File: config.mk
export PLATFORM = sky130hd
export DESIGN_NAME = circle_raster_generator_unit
export DESIGN_NICKNAME = d
export VERILOG_FILES = /design/src/sv/crg_pkg.sv /design/src/sv/circle_raster_generator_unit.sv /design/src/sv/crg_front.sv /design/src/sv/crg_queue.sv /design/src/sv/crg_back.sv
export SDC_FILE = /design/constraint.sdc
export NUM_CORES = 1
export LEC_CHECK = 0
export BUFFER_PORTS_ARGS = -buffer_cell sky130_fd_sc_hd__buf_2
export CAP_MARGIN = 20
export CORE_MARGIN = 2
export CORE_UTILIZATION = 60
export CTS_CLUSTER_SIZE = 30
export DETAILED_ROUTE_END_ITERATION = 8
export PLACE_DENSITY_LB_ADDON = 0.08
export SLEW_MARGIN = 30
export SYNTH_ARGS = -nofsm -noshare
export SYNTH_HDL_FRONTEND = slang
export SYNTH_HIERARCHICAL = 1
export SYNTH_SLANG_ARGS = --single-unit
File: constraint.sdc
create_clock -name clk -period 5.7 [get_ports clk]
set_clock_uncertainty 0.1 [all_clocks]
set_input_delay 0.285 -clock clk [delete_from_list [all_inputs] [get_ports clk]]
set_output_delay 0.285 -clock clk [all_outputs]
set_load 0.02 [all_outputs]
File: src/sv/crg_pkg.sv
// Shared constants for the circle raster generator.
// No dependencies; used by every module of the block.
package crg_pkg;

  // Default coordinate width (center, radius, offsets)
  localparam int unsigned COORD_WIDTH_DEF = 10;

  // Entries in the step queue between front and back
  localparam int unsigned QUEUE_DEPTH = 2;

  // Operation codes of an input transaction
  localparam logic OP_START = 1'b0;
  localparam logic OP_STEP  = 1'b1;

  // Result index of the final result of one step
  localparam logic [2:0] LAST_IDX_OUTLINE = 3'd7;
  localparam logic [2:0] LAST_IDX_FILL    = 3'd3;

endpackage

File: src/sv/circle_raster_generator_unit.sv
// Circle raster generator (Andres rule), top level.
// Instantiates crg_front, crg_queue and crg_back; uses crg_pkg.
//
// Usage:
//   Input channel (in_valid/in_stall): a start transaction (operation 0)
//   loads center, radius and fill mode and gives no result. A step
//   transaction (operation 1) runs one iteration of the circle and gives
//   eight points (outline) or four horizontal spans (fill); a step while
//   no circle is running gives nothing.
//   Result channel (out_valid/out_stall): one point or span per
//   transaction; out_last marks the final result of a step, out_finished
//   marks it too when that step completes the circle.
// Timing:
//   An accepted step job is written into the step queue; the back end then
//   moves its results from the queue head into the output register.
//   The back end emits one result per cycle while out_stall is low; a step
//   gives eight results in outline mode and four in fill mode. A two-entry
//   step queue lets the front keep taking transactions while the back end
//   drains; in_stall rises only when that queue is full.
// Reset (synchronous, rst_n low): idle, queue and output register empty.
// A stalled result holds in the output register, the queue fills, then the
// input channel stalls.
module circle_raster_generator_unit #(
  parameter int unsigned COORD_WIDTH = crg_pkg::COORD_WIDTH_DEF
) (
  input  logic                          clk,
  input  logic                          rst_n,
  input  logic                          in_valid,
  output logic                          in_stall,
  input  logic                          in_operation,
  input  logic                          in_fill_mode,
  input  logic [COORD_WIDTH-1:0]        in_center_x,
  input  logic [COORD_WIDTH-1:0]        in_center_y,
  input  logic [COORD_WIDTH-1:0]        in_radius,
  output logic                          out_valid,
  input  logic                          out_stall,
  output logic signed [COORD_WIDTH+1:0] out_pos_x,
  output logic signed [COORD_WIDTH+1:0] out_pos_y,
  output logic signed [COORD_WIDTH+1:0] out_span_end_x,
  output logic                          out_last,
  output logic                          out_finished
);

  localparam int unsigned JW = 4 * COORD_WIDTH + 2;

  logic          accept, push, pop, full, head_valid;
  logic [JW-1:0] push_job, head_job;

  assign in_stall = full;
  assign accept   = in_valid && !full;

  crg_front #(.COORD_WIDTH(COORD_WIDTH)) u_front (
    .clk       (clk),
    .rst_n     (rst_n),
    .accept    (accept),
    .operation (in_operation),
    .fill_mode (in_fill_mode),
    .center_x  (in_center_x),
    .center_y  (in_center_y),
    .radius    (in_radius),
    .push      (push),
    .job       (push_job)
  );

  crg_queue #(.DATA_W(JW), .DEPTH(crg_pkg::QUEUE_DEPTH)) u_queue (
    .clk        (clk),
    .rst_n      (rst_n),
    .push       (push),
    .push_data  (push_job),
    .pop        (pop),
    .full       (full),
    .head_valid (head_valid),
    .head_data  (head_job)
  );

  crg_back #(.COORD_WIDTH(COORD_WIDTH)) u_back (
    .clk            (clk),
    .rst_n          (rst_n),
    .head_valid     (head_valid),
    .head_data      (head_job),
    .pop            (pop),
    .out_valid      (out_valid),
    .out_stall      (out_stall),
    .out_pos_x      (out_pos_x),
    .out_pos_y      (out_pos_y),
    .out_span_end_x (out_span_end_x),
    .out_last       (out_last),
    .out_finished   (out_finished)
  );

endmodule

File: src/sv/crg_front.sv
// Front end: accepts transactions, holds circle state and runs the decision rule.
// Pushes one packed step job per active step into the queue. Uses crg_pkg.
module crg_front #(
  parameter int unsigned COORD_WIDTH = crg_pkg::COORD_WIDTH_DEF
) (
  input  logic                       clk,
  input  logic                       rst_n,
  input  logic                       accept,
  input  logic                       operation,
  input  logic                       fill_mode,
  input  logic [COORD_WIDTH-1:0]     center_x,
  input  logic [COORD_WIDTH-1:0]     center_y,
  input  logic [COORD_WIDTH-1:0]     radius,
  output logic                       push,
  output logic [4*COORD_WIDTH+1:0]   job
);

  localparam int unsigned DW = COORD_WIDTH + 3;
  localparam int unsigned EW = COORD_WIDTH + 4;

  logic [COORD_WIDTH-1:0] cx_r, cy_r, rad_r, ox_r, oy_r;
  logic [DW-1:0]          dec_r;
  logic                   fill_r, active_r;

  logic signed [EW-1:0] ox_e, oy_e, r_e, d_e;
  logic signed [EW-1:0] ox_nxt, oy_nxt, d_nxt;
  logic                 done;

  always_comb begin
    ox_e = $signed({4'b0000, ox_r});
    oy_e = $signed({4'b0000, oy_r});
    r_e  = $signed({4'b0000, rad_r});
    d_e  = $signed({dec_r[DW-1], dec_r});
    if (d_e >= (ox_e <<< 1)) begin
      d_nxt  = d_e - (ox_e <<< 1) - EW'(1);
      ox_nxt = ox_e + EW'(1);
      oy_nxt = oy_e;
    end else if (d_e < ((r_e - oy_e) <<< 1)) begin
      d_nxt  = d_e + (oy_e <<< 1) - EW'(1);
      ox_nxt = ox_e;
      oy_nxt = oy_e - EW'(1);
    end else begin
      d_nxt  = d_e + ((oy_e - ox_e - EW'(1)) <<< 1);
      ox_nxt = ox_e + EW'(1);
      oy_nxt = oy_e - EW'(1);
    end
    done = oy_nxt < ox_nxt;
  end

  assign push = accept && (operation == crg_pkg::OP_STEP) && active_r;
  assign job  = {fill_r, done, cx_r, cy_r, ox_r, oy_r};

  always_ff @(posedge clk) begin
    if (!rst_n) begin
      active_r <= 1'b0;
      fill_r   <= 1'b0;
      cx_r     <= '0;
      cy_r     <= '0;
      rad_r    <= '0;
      ox_r     <= '0;
      oy_r     <= '0;
      dec_r    <= '0;
    end else if (accept) begin
      if (operation == crg_pkg::OP_START) begin
        // load a new circle, dropping any running one
        active_r <= 1'b1;
        fill_r   <= fill_mode;
        cx_r     <= center_x;
        cy_r     <= center_y;
        rad_r    <= radius;
        ox_r     <= '0;
        oy_r     <= radius;
        dec_r    <= {3'b000, radius} - {{(DW-1){1'b0}}, 1'b1};
      end else if (active_r) begin
        ox_r  <= ox_nxt[COORD_WIDTH-1:0];
        oy_r  <= oy_nxt[COORD_WIDTH-1:0];
        dec_r <= d_nxt[DW-1:0];
        if (done) begin
          active_r <= 1'b0;
        end
      end
    end
  end

endmodule

File: src/sv/crg_queue.sv
// Small FIFO of step jobs between the front and the back end.
// Register based; depth from crg_pkg by default.
module crg_queue #(
  parameter int unsigned DATA_W = 42,
  parameter int unsigned DEPTH  = crg_pkg::QUEUE_DEPTH
) (
  input  logic              clk,
  input  logic              rst_n,
  input  logic              push,
  input  logic [DATA_W-1:0] push_data,
  input  logic              pop,
  output logic              full,
  output logic              head_valid,
  output logic [DATA_W-1:0] head_data
);

  localparam int unsigned AW = (DEPTH > 1) ? $clog2(DEPTH) : 1;
  localparam int unsigned CW = $clog2(DEPTH + 1);

  logic [DATA_W-1:0] mem_r [DEPTH];
  logic [AW-1:0]     wr_ptr_r, rd_ptr_r;
  logic [CW-1:0]     count_r;

  assign full       = (count_r == CW'(DEPTH));
  assign head_valid = (count_r != '0);
  assign head_data  = mem_r[rd_ptr_r];

  always_ff @(posedge clk) begin
    if (push) begin
      mem_r[wr_ptr_r] <= push_data;
    end
  end

  always_ff @(posedge clk) begin
    if (!rst_n) begin
      wr_ptr_r <= '0;
      rd_ptr_r <= '0;
      count_r  <= '0;
    end else begin
      if (push) begin
        wr_ptr_r <= (wr_ptr_r == AW'(DEPTH - 1)) ? '0 : wr_ptr_r + AW'(1);
      end
      if (pop) begin
        rd_ptr_r <= (rd_ptr_r == AW'(DEPTH - 1)) ? '0 : rd_ptr_r + AW'(1);
      end
      if (push && !pop) begin
        count_r <= count_r + CW'(1);
      end else if (pop && !push) begin
        count_r <= count_r - CW'(1);
      end
    end
  end

endmodule

File: src/sv/crg_back.sv
// Back end: expands the job at the queue head into mirrored points or spans,
// one result per unstalled cycle, through an output register. Uses crg_pkg.
module crg_back #(
  parameter int unsigned COORD_WIDTH = crg_pkg::COORD_WIDTH_DEF
) (
  input  logic                            clk,
  input  logic                            rst_n,
  input  logic                            head_valid,
  input  logic [4*COORD_WIDTH+1:0]        head_data,
  output logic                            pop,
  output logic                            out_valid,
  input  logic                            out_stall,
  output logic signed [COORD_WIDTH+1:0]   out_pos_x,
  output logic signed [COORD_WIDTH+1:0]   out_pos_y,
  output logic signed [COORD_WIDTH+1:0]   out_span_end_x,
  output logic                            out_last,
  output logic                            out_finished
);

  localparam int unsigned W  = COORD_WIDTH;
  localparam int unsigned OW = COORD_WIDTH + 2;

  logic         job_fill, job_done;
  logic [W-1:0] job_cx, job_cy, job_ox, job_oy;

  logic [2:0]  idx_r;
  logic        valid_r;
  logic signed [OW-1:0] px_r, py_r, ex_r;
  logic        last_r, fin_r;

  logic        advance, is_last;
  logic        swap, neg_x, neg_y;
  logic signed [OW-1:0] cx_e, cy_e, dx_e, dy_e, px_nxt, py_nxt, ex_nxt, xplus;

  assign {job_fill, job_done, job_cx, job_cy, job_ox, job_oy} = head_data;

  always_comb begin
    if (job_fill) begin
      swap  = (idx_r[0] == idx_r[1]);
      neg_x = 1'b1;
      neg_y = idx_r[1];
    end else begin
      swap  = idx_r[0];
      neg_x = idx_r[1];
      neg_y = idx_r[2];
    end
    cx_e   = $signed({2'b00, job_cx});
    cy_e   = $signed({2'b00, job_cy});
    dx_e   = $signed({2'b00, swap ? job_oy : job_ox});
    dy_e   = $signed({2'b00, swap ? job_ox : job_oy});
    xplus  = cx_e + dx_e;
    px_nxt = neg_x ? (cx_e - dx_e) : xplus;
    py_nxt = neg_y ? (cy_e - dy_e) : (cy_e + dy_e);
    ex_nxt = job_fill ? xplus : px_nxt;
    is_last = (idx_r == (job_fill ? crg_pkg::LAST_IDX_FILL : crg_pkg::LAST_IDX_OUTLINE));
  end

  // move a result into the output register when it is empty or being taken
  assign advance = head_valid && (!valid_r || !out_stall);
  assign pop     = advance && is_last;

  always_ff @(posedge clk) begin
    if (advance) begin
      px_r   <= px_nxt;
      py_r   <= py_nxt;
      ex_r   <= ex_nxt;
      last_r <= is_last;
      fin_r  <= is_last && job_done;
    end
  end

  always_ff @(posedge clk) begin
    if (!rst_n) begin
      valid_r <= 1'b0;
      idx_r   <= '0;
    end else begin
      if (advance) begin
        valid_r <= 1'b1;
        idx_r   <= is_last ? 3'd0 : idx_r + 3'd1;
      end else if (!out_stall) begin
        valid_r <= 1'b0;
      end
    end
  end

  assign out_valid      = valid_r;
  assign out_pos_x      = px_r;
  assign out_pos_y      = py_r;
  assign out_span_end_x = ex_r;
  assign out_last       = last_r;
  assign out_finished   = fin_r;

endmodule
=== After elaboration in Yosys (flattened, before gate mapping) ===
Memories as Yosys holds them, arrays and structs flattened. A register that Yosys moved wholly into a read port is not among the register bits.
Index checks and enable logic that the tools add are counted.

* Register bits: 111
* Output and inout port bits: 40
* Input port bits: 36
* RAM bits: 84
* Memories kept: 1

{| class="wikitable"
|+ Memory list
! name !! depth !! bits a word !! rd ports !! clocked after memory_dff !! write ports !! line !! RTL
|-
| u_queue.mem_r || 2 || 42 || 1 || 1 || 1 || crg_queue.sv:20 || <nowiki>logic [DATA_W-1:0] mem_r [DEPTH];</nowiki>
|}

* $lt $le $gt $ge: 3
* Reductions and logical operators: 18
* Equality and inequality tests: 5
* Multiplexer cells: 34
* Bitwise gates (word level): 1
* $add $sub $neg: 20

{| class="wikitable"
|+ Operators by type and width
! cell !! count
|-
| $mux W10 || 6
|-
| $mux W13 || 4
|-
| $sub A10 B10 Y11 || 4
|-
| $mux W14 || 3
|-
| $mux W12 || 3
|-
| $sub A13 B2 Y13 const B || 2
|-
| $add A10 B10 Y11 || 2
|-
| $sub A10 B1 Y11 const B || 2
|-
| $lt A14 B14 Y1 || 1
|-
| $mux W1 || 14
|-
| $add A13 B12 Y13 || 1
|-
| $add A13 B13 Y13 || 1
|-
| $ge A13 B12 Y1 || 1
|-
| $lt A13 B12 Y1 || 1
|-
| $sub A13 B12 Y13 || 1
|-
| $sub A11 B2 Y12 const B || 1
|-
| $add A10 B1 Y11 const B || 1
|-
| $logic_and A1 B1 Y1 || 8
|-
| $mux W3 || 2
|-
| $logic_not A1 Y1 || 5
|-
| $mux W2 || 2
|-
| $ne A2 B1 Y1 const B || 2
|-
| $reduce_and A2 Y1 || 2
|-
| $reduce_bool A2 Y1 || 2
|-
| 9 further kinds || 10
|}

=== Longest topological paths before layout ===
Gate-level depths: netlist of run 1.

* Depth after elaboration: 9
* Gate-level depth with buffers: 29

=== Cells and area by module ===
The synthesis of run 1 kept the hierarchy.

{| class="wikitable"
|+ Modules (own cells, without submodules)
! module !! times used !! cells each !! area each (µm²) !! sequential area each (µm²)
|-
| crg_front || 1 || 863 || 6,606.3 || 1,301.2
|-
| crg_back || 1 || 427 || 3,738.6 || 1,191.1
|-
| crg_queue || 1 || 153 || 3,251.9 || 2,622.5
|-
| circle_raster_generator_unit || 1 || 1 || 13.8 || 0.0
|}

=== Worst setup path before layout of run 1 ===
Ideal clock, no wire load.

* Kind: reg2reg
* Start: register u_front.oy_r[1]
* End: memory u_queue.mem_r[0][40] (data pin)
* Stages on the path, launching flop included: 28
* Path slack: 385 ps
* Path buffers: 2
* Arrival time: 4,963 ps
* Data required time: 5,348 ps
* Library setup time: 252 ps
* Cells stage by stage: dfxtp_1 > inv_1 > fa_1 > a21o_1 > a21oi_1 > o21ai_0 > a21oi_1 > o21bai_1 > a21oi_1 > nor2b_1 > o21ai_0 > nand2b_1 > ha_1 > and3_1 > and3_1 > a21oi_1 > nand2_1 > clkbuf_1 > o21ai_1 > nor2_1 > xnor2_1 > ha_1 > nand4_1 > nor2_1 > o311ai_1 > o221ai_1 > o311ai_1 > buf_4

* Cells in the longest elaborated chain, start to end: 5
* Elaborated cells between the ends (all ways): 7
* Classes of those cells: add/sub (2); order compare (2); mux (3)

{| class="wikitable"
|+ RTL lines
! item !! line !! RTL
|-
| start: declaration || crg_front.sv:21 || <nowiki>logic [COORD_WIDTH-1:0] cx_r, cy_r, rad_r, ox_r, oy_r;</nowiki>
|-
| start signal: assignment || crg_front.sv:72 || <nowiki>oy_r <= radius;</nowiki>
|-
| start signal: assignment || crg_front.sv:76 || <nowiki>oy_r <= oy_nxt[COORD_WIDTH-1:0];</nowiki>
|-
| $sub A10 B10 Y11 || crg_front.sv:38 || <nowiki>end else if (d_e < ((r_e - oy_e) <<< 1)) begin</nowiki>
|-
| $lt A13 B12 Y1 || crg_front.sv:38 ||
|-
| $mux W14 || crg_front.sv:38 ||
|-
| $mux W14 || crg_front.sv:34 || <nowiki>if (d_e >= (ox_e <<< 1)) begin</nowiki>
|-
| $lt A14 B14 Y1 (*) || crg_front.sv:47 || <nowiki>done = oy_nxt < ox_nxt;</nowiki>
|-
| via u_front.done || crg_front.sv:27 || <nowiki>logic done;</nowiki>
|-
| end: declaration || crg_queue.sv:20 ||
|}

Mark *: on every way through the listed nets, which the timed path passes. The rest lies on a longest branch.

=== Final worst setup path of run 1 ===
* Start: register u_front.rad_r[0]
* End: memory u_queue.mem_r[1][40] (data pin)

* Cells in the longest elaborated chain, start to end: 5

{| class="wikitable"
|+ RTL lines
! item !! line !! RTL
|-
| start: declaration || crg_front.sv:21 ||
|-
| start signal: assignment || crg_front.sv:70 || <nowiki>rad_r <= radius;</nowiki>
|-
| $sub A10 B10 Y11 || crg_front.sv:38 ||
|-
| $lt A13 B12 Y1 || crg_front.sv:38 ||
|-
| $mux W14 || crg_front.sv:38 ||
|-
| $mux W14 || crg_front.sv:34 ||
|-
| $lt A14 B14 Y1 || crg_front.sv:47 ||
|-
| via push_job[40] || circle_raster_generator_unit.sv:47 || <nowiki>logic [JW-1:0] push_job, head_job;</nowiki>
|}

The timed path passes the listed nets, and every way through them passes these cells.

==> impl_metrics.toml, run 1 <==
[layout]
multiInputGateArea_um2 = 7830
final_cell_mix = "nand2_1, ha_1, edfxtp_1"
drive_above_1_share_pct = 14.9
fill_cells = 1828
stdcell_count = 1822
antennaDiodeCount = 0
area.sequential_um2 = 5120
syn2layout_area_growth_pct = 11.0
fin_nets = 1702
final_common_cell = "nand2_1"

[die]
io_pins = 76
die_area_um2 = 23900
die_w_um = 155
num_rows = 55
fp.coreArea_um2 = 22400
start_util_pct = 60.7
dieHeight_um = 155

[sta]
final-setup-viol-count = 0
setup_tns_ns = 0
period_needed_ns = 5.35
worstMarginPinSlew_ns = 0.886
hold_viol = 0
relSlewSlack_pct = 39.2
maxSlewViolCount = 0
rsz0062_at_grt = "no"
max_clock_freq_mhz = 187
fin_crit_sh_pct = 93.8

[setup_path]
max_stage_delay_ns = 0.55
end_kind = "flip-flop"
reg2reg_to = "u_queue/mem_r[1][40]$_DFFE_PP_"
required_ns = 5.77
cp-startpoint = "u_front/rad_r[0]$_SDFFE_PN0P_"
cp_max_fo = 6
timing.reg2reg.setup_slack_ns = 0.35
critPathCapture = "u_queue/mem_r[1][40]$_DFFE_PP_"
r2r_cells = 27
worstSetupStartpointType = "flip-flop"
cp_slowest_cell = "or4_4"
critical_path_class = "reg2reg"
crit_arrival_ns = 5.42
reg2reg_from = "u_front/rad_r[0]$_SDFFE_PN0P_"

[route]
wl_met2_um = 17200
drt_iter0_drc = 716
wl_um = 35300
wl_per_cell_um = 19.4
top_layer = "met4"
drt-pass1-iter-count = 5
dr_wl_met3_um = 1510
drt.antenna.violating_nets = 0
vias = 10900
drcViolationCount = 0
vias_per_cell = 5.98
met1_length_um = 14700

[pwr]
p_switching_w = 0.00216
p_int_w = 0.00336
p_seq_share_pct = 30.4
power_frac_clock_pct = 22.7
leakage_nw = 6.39
max-vdd-ir-drop_mv = 0.268
powerDensity_nw_per_um2 = 365
netSwitchingFraction_pct = 39.1
pwr-share-comb_pct = 46.9

[job]
cap_violations = 0

[hold_path]
min_path_type = "in2reg"
hold_depth = 3

[global_route]
antenna_found_initial = 0
grtUsageTotal_pct = 30.0
grt_pass1_vias = 10559
grt_overflow_total = 0
grt_pass1_wl_um = 55700
grt_max_degree = 64

[synthesis]
synth.distinct_cells = 85
synthArstFlopShare_pct = 0
yosysWarnings = 6
synth.avg_cell_area_um2 = 9.43
synthesis.nets = 1622
synth-edff-count = 121
ys_seq_area_share_pct = 37.6
synthesis.area_um2 = 13600
yosys_most_used_dff = "edfxtp_1"
ys_ff_latch = 195
syn_inst = 1444

[placement]
dpl.hpwl_um = 26300
io_buffers = 75
routabilityCongestion = 0.975
place_inst = 1779

[status]
status = "complete, no violations"

[clocking]
cts_tree = "built"
clkTransAtPathRegs_ns = 0.07
cts_buffers = 17
clock_sinks = 195
ctsHtreeMaxLevel = 4
clockBufferDepth = 2
cts-root-buf = "clkbuf_16"
clock_latency_ns = 0.45
## worst max-delay path, delay by kind of cell (launching register included)
kind	cells	cell delay, ns
adders and majority gates	4	1.14
and+or+nand+nor	9	1.61
AOI/OAI and AO/OA	11	1.65
DFF	1	0.31
buffers and inverters	2	0.10
xor gates and xnor gates	1	0.16
## flip-flops by register name, indices dropped and copies added (netlist names), 2 cells and up, named ones only
signal                 count
u_back/idx_r               3
u_front/oy_r              10
u_front/cy_r              10
u_back/out_span_end_x     12
u_queue/mem_r             84
u_front/rad_r             10
u_queue/count_r            2
u_front/dec_r             13
u_back/out_pos_y          12
u_front/ox_r              10
u_back/out_pos_x          11
u_front/cx_r              10
## Yosys cell counts, types with 15 or more instances
master    count  area (um2)
xnor2_1      68         596
nor2_1       72         270
mux2i_1      25         250
nor2b_1      16         100
edfxtp_1    121        3630
xor2_1       28         245
inv_1       119         447
nand2_1     177         664
ha_1        133        1660
clkbuf_1     35         131
dfxtp_1      74        1480
a21oi_1      85         425
a21o_1       25         188
a21boi_0     33         248
nand3_1      26         130
mux2_2       44         495
o21a_1       15         113
nand2b_1     19         119
nor3_1       37         185
o21ai_0      44         220
## stage by stage
| stage | utilization (%) | instance area (um2) | setup WS (ns) | hold slack, ns | total power [W] |
|---|---|---|---|---|---|
| after floorplan | - | 13600 | 0.385 | 0.303 | 0.00360 |
| after global placement | 63.9 | 14300 | 0.311 | 0.328 | 0.00417 |
| after detailed placement | 63.9 | 14300 | 0.151 | 0.340 | 0.00421 |
| after CTS | 67.1 | 15100 | 0.107 | 0.00103 | 0.00548 |
| after global routing | 67.3 | 15100 | 0.0105 | 0.000233 | 0.00586 |
| final | 67.3 | 15100 | 0.351 | 0.00357 | 0.00552 |
## metal layers
metal	track usage, %	up-vias
met5	0	-
met4	16.4	0
met3	3.95	90
met2	51.9	363
met1	36.4	5146
li1	-	5301
## power by group through the flow
stage	Clock (W)	Combinational, W	Sequential (W)
floorplan	0	0.00186	0.00173
global placement	0	0.00247	0.00170
detailed placement	0	0.00251	0.00171
CTS	0.00127	0.00253	0.00167
global route	0.00132	0.00286	0.00168
finish	0.00125	0.00259	0.00167
## how the worst min path moves through the flow
| stage | startpoint | end | slack [ns] |
|---|---|---|---|
| detailed placement | u_front/cy_r[5]$_SDFFE_PN0P_ | u_queue/mem_r[0][25]$_DFFE_PP_ | 0.34 |
| finish | in_center_y[9] | u_front/cy_r[9]$_SDFFE_PN0P_ | 0.004 |
| global placement | u_front/cx_r[0]$_SDFFE_PN0P_ | u_queue/mem_r[0][30]$_DFFE_PP_ | 0.33 |
| CTS | in_fill_mode | u_front/fill_r$_SDFFE_PN0P_ | 0.001 |
| floorplan | rst_n | u_queue/wr_ptr_r$_SDFFE_PN0P_ | 0.30 |
| global route | in_center_y[9] | u_front/cy_r[9]$_SDFFE_PN0P_ | 0.0002 |
## cell type report
class | count | share of cell area, %
repair buffers | 118 | 4.79
flip-flops and latches | 195 | 33.9
clock inverters | 15 | 1.28
well taps | 285 | 2.36
multi-input cells | 1071 | 51.9
inverters | 121 | 3.01
clock buffers | 17 | 2.82
## logic make-up after synthesis
logic type | synth area share [%]
AO/OA/AOI/OAI | 16.5
XOR/XNOR | 6.34
adder cells (fa/ha/maj) | 13.6
buffers and inverters | 5.32
flip-flops | 37.6
multiplexers | 5.56
AND/OR/NAND/NOR | 15.2
## repair_timing
| item | 4_1_cts | 5_1_grt |
|---|---|---|
| resized for setup | 0 | 13 |
| endpoints found under the setup margin | 0 | 3 |
| hold buffers | 10 | 0 |
| endpoints found under the hold margin | 10 | 0 |
| buffers inserted | 0 | 1 |
Power figures use the tool's default switching activity.
==> inputs of run 2 (changes only) <==
--- a/config.mk
+++ b/config.mk
@@ -11,7 +11,7 @@
 export CORE_UTILIZATION = 60
 export CTS_CLUSTER_SIZE = 30
 export DETAILED_ROUTE_END_ITERATION = 8
-export PLACE_DENSITY_LB_ADDON = 0.08
+export PLACE_DENSITY = 0.79
 export SLEW_MARGIN = 30
 export SYNTH_ARGS = -nofsm -noshare
 export SYNTH_HDL_FRONTEND = slang
==> impl_metrics.toml, run 2 (same netlist as run 1, synthesis figures left out) <==
[pwr]
p_seq_share_pct = 30.4
power_w = 0.00554
powerDensity_nw_per_um2 = 367
netSwitchingFraction_pct = 40.2
p_switching_w = 0.00223
max-vdd-ir-drop_mv = 0.308
p_int_w = 0.00331
leakage_nw = 6.36
pwr-share-comb_pct = 47.2
power_frac_clock_pct = 22.4

[setup_path]
crit_arrival_ns = 5.56
cp_num_buf_inv = 3
critPathTopFamily = "compound AO/OA/AOI/OAI gates"
required_ns = 5.90
cp_slowest_cell = "fa_1"
reg2reg_from = "u_front/rad_r[0]$_SDFFE_PN0P_"
end_kind = "flip-flop"
path_depth = 28
critical_path_class = "reg2reg"
cp-startpoint = "u_front/rad_r[0]$_SDFFE_PN0P_"
reg2reg_to = "u_front/active_r$_SDFFE_PN0P_"
timing.reg2reg.setup_slack_ns = 0.34
worstSetupStartpointType = "flip-flop"
r2r_cells = 28
max_stage_delay_ns = 0.40
cp_max_fo = 6

[global_route]
grt_pass1_wl_um = 55400
grt_overflow_total = 0
grt_pass1_vias = 10433
grt_max_degree = 54
grtUsageTotal_pct = 29.7
antenna_found_initial = 0

[die]
dieHeight_um = 155
die_area_um2 = 23900
start_util_pct = 60.7
num_rows = 55
die_w_um = 155
fp.coreArea_um2 = 22400
io_pins = 76

[sta]
fin_crit_sh_pct = 94.0
max_clock_freq_mhz = 187
setup_tns_ns = 0
rsz0062_at_grt = "no"
period_needed_ns = 5.36
final-setup-viol-count = 0
relSlewSlack_pct = 40.7
maxSlewViolCount = 0
worstMarginPinSlew_ns = 0.865
hold_viol = 0

[clocking]
cts-root-buf = "clkbuf_16"
clockBufferDepth = 2
cts_tree = "built"
clock_latency_ns = 0.45
cts_buffers = 17
ctsHtreeMaxLevel = 4
clkTransAtPathRegs_ns = 0.08
clock_sinks = 195

[route]
drt_iter0_drc = 933
drt-pass1-iter-count = 5
drt.antenna.violating_nets = 0
wl_um = 35400
drcViolationCount = 0
wl_per_cell_um = 19.5
vias = 11061
vias_per_cell = 6.08

[job]
cap_violations = 0

[layout]
fill_cells = 1742
final_cell_mix = "nand2_1, ha_1, edfxtp_1"
fin_nets = 1698
stdcell_count = 1818
largest_register_ff_count = 84
drive_above_1_share_pct = 14.6
syn2layout_area_growth_pct = 10.7
antennaDiodeCount = 0
final_util_pct = 67.2
largest_register = "u_queue/mem_r"
final_common_cell = "nand2_1"
reg.largest.list = "u_queue/mem_r: 84 flops, u_front/dec_r: 13 flops"

[hold_path]
hold_depth = 3
min_path_type = "in2reg"
min-delay-start = "in_center_y[3]"
hold-path-endpoint = "u_front/cy_r[3]$_SDFFE_PN0P_"

[placement]
place_inst = 1773
dpl.hpwl_um = 25700
io_buffers = 75
routabilityCongestion = 0.964

[status]
status = "complete, no violations"
[run 2: final cells by class]
class	count	area [um2]	share of cell area [%]
multi-input combinational	1071	7820	51.9
sequential	195	5120	34.0
timing repair buffer	114	693	4.60
inverter	121	454	3.01
clock buffer	17	425	2.82
tap	285	357	2.37
clock inverter	15	199	1.32
[run 2: worst max path at each step]
| stage | endpoint |
|---|---|
| 2_1_floorplan | u_queue/mem_r[0][40]$_DFFE_PP_ |
| 3_3_place_gp | u_queue/mem_r[0][40]$_DFFE_PP_ |
| 3_5_place_dp | u_front/active_r$_SDFFE_PN0P_ |
| 4_1_cts | u_front/active_r$_SDFFE_PN0P_ |
| 5_1_grt | u_front/active_r$_SDFFE_PN0P_ |
| 6_report | u_front/active_r$_SDFFE_PN0P_ |
[run 2: repair_timing]
action / 4_1_cts / 5_1_grt
hold buffers: 10 / 0
endpoints found under the setup margin: 0 / 3
setup buffers: 0 / 3
endpoints found under the hold margin: 10 / 0
gates resized for setup: 0 / 12
[run 2: per-stage QoR]
step	hold WS, ns	setup slack (ns)	instance area [um2]
final	0.00256	0.344	15100
after global routing	0.00713	0.0432	15100
after CTS	0.000257	0.0998	15000
after detailed placement	0.338	0.140	14300
after global placement	0.330	0.293	14300
after floorplan	0.303	0.385	13600
[run 2: layer usage]
| metal | global-route usage (%) | share of wire (%) |
|---|---|---|
| met5 | 0 | 0 |
| met4 | 13.8 | 4.5 |
| met3 | 3.47 | 5.5 |
| met2 | 51.3 | 49 |
| met1 | 37.3 | 41 |
[run 2: power by group through the flow]
| stage | clock [W] | sequential, W | combinational [W] |
|---|---|---|---|
| 6_report | 0.00124 | 0.00168 | 0.00261 |
| 5_1_grt | 0.00131 | 0.00169 | 0.00286 |
| 4_1_cts | 0.00125 | 0.00168 | 0.00253 |
| 3_5_place_dp | 0 | 0.00171 | 0.00250 |
| 3_3_place_gp | 0 | 0.00171 | 0.00245 |
| 2_1_floorplan | 0 | 0.00173 | 0.00186 |
[run 2: tightest hold or removal path, delay by kind of cell]
family	cells	cell delay, ns
AND/OR/NAND/NOR	1	0.04
AO/OA/AOI/OAI	1	0.08
buffers and inverters	1	0.09
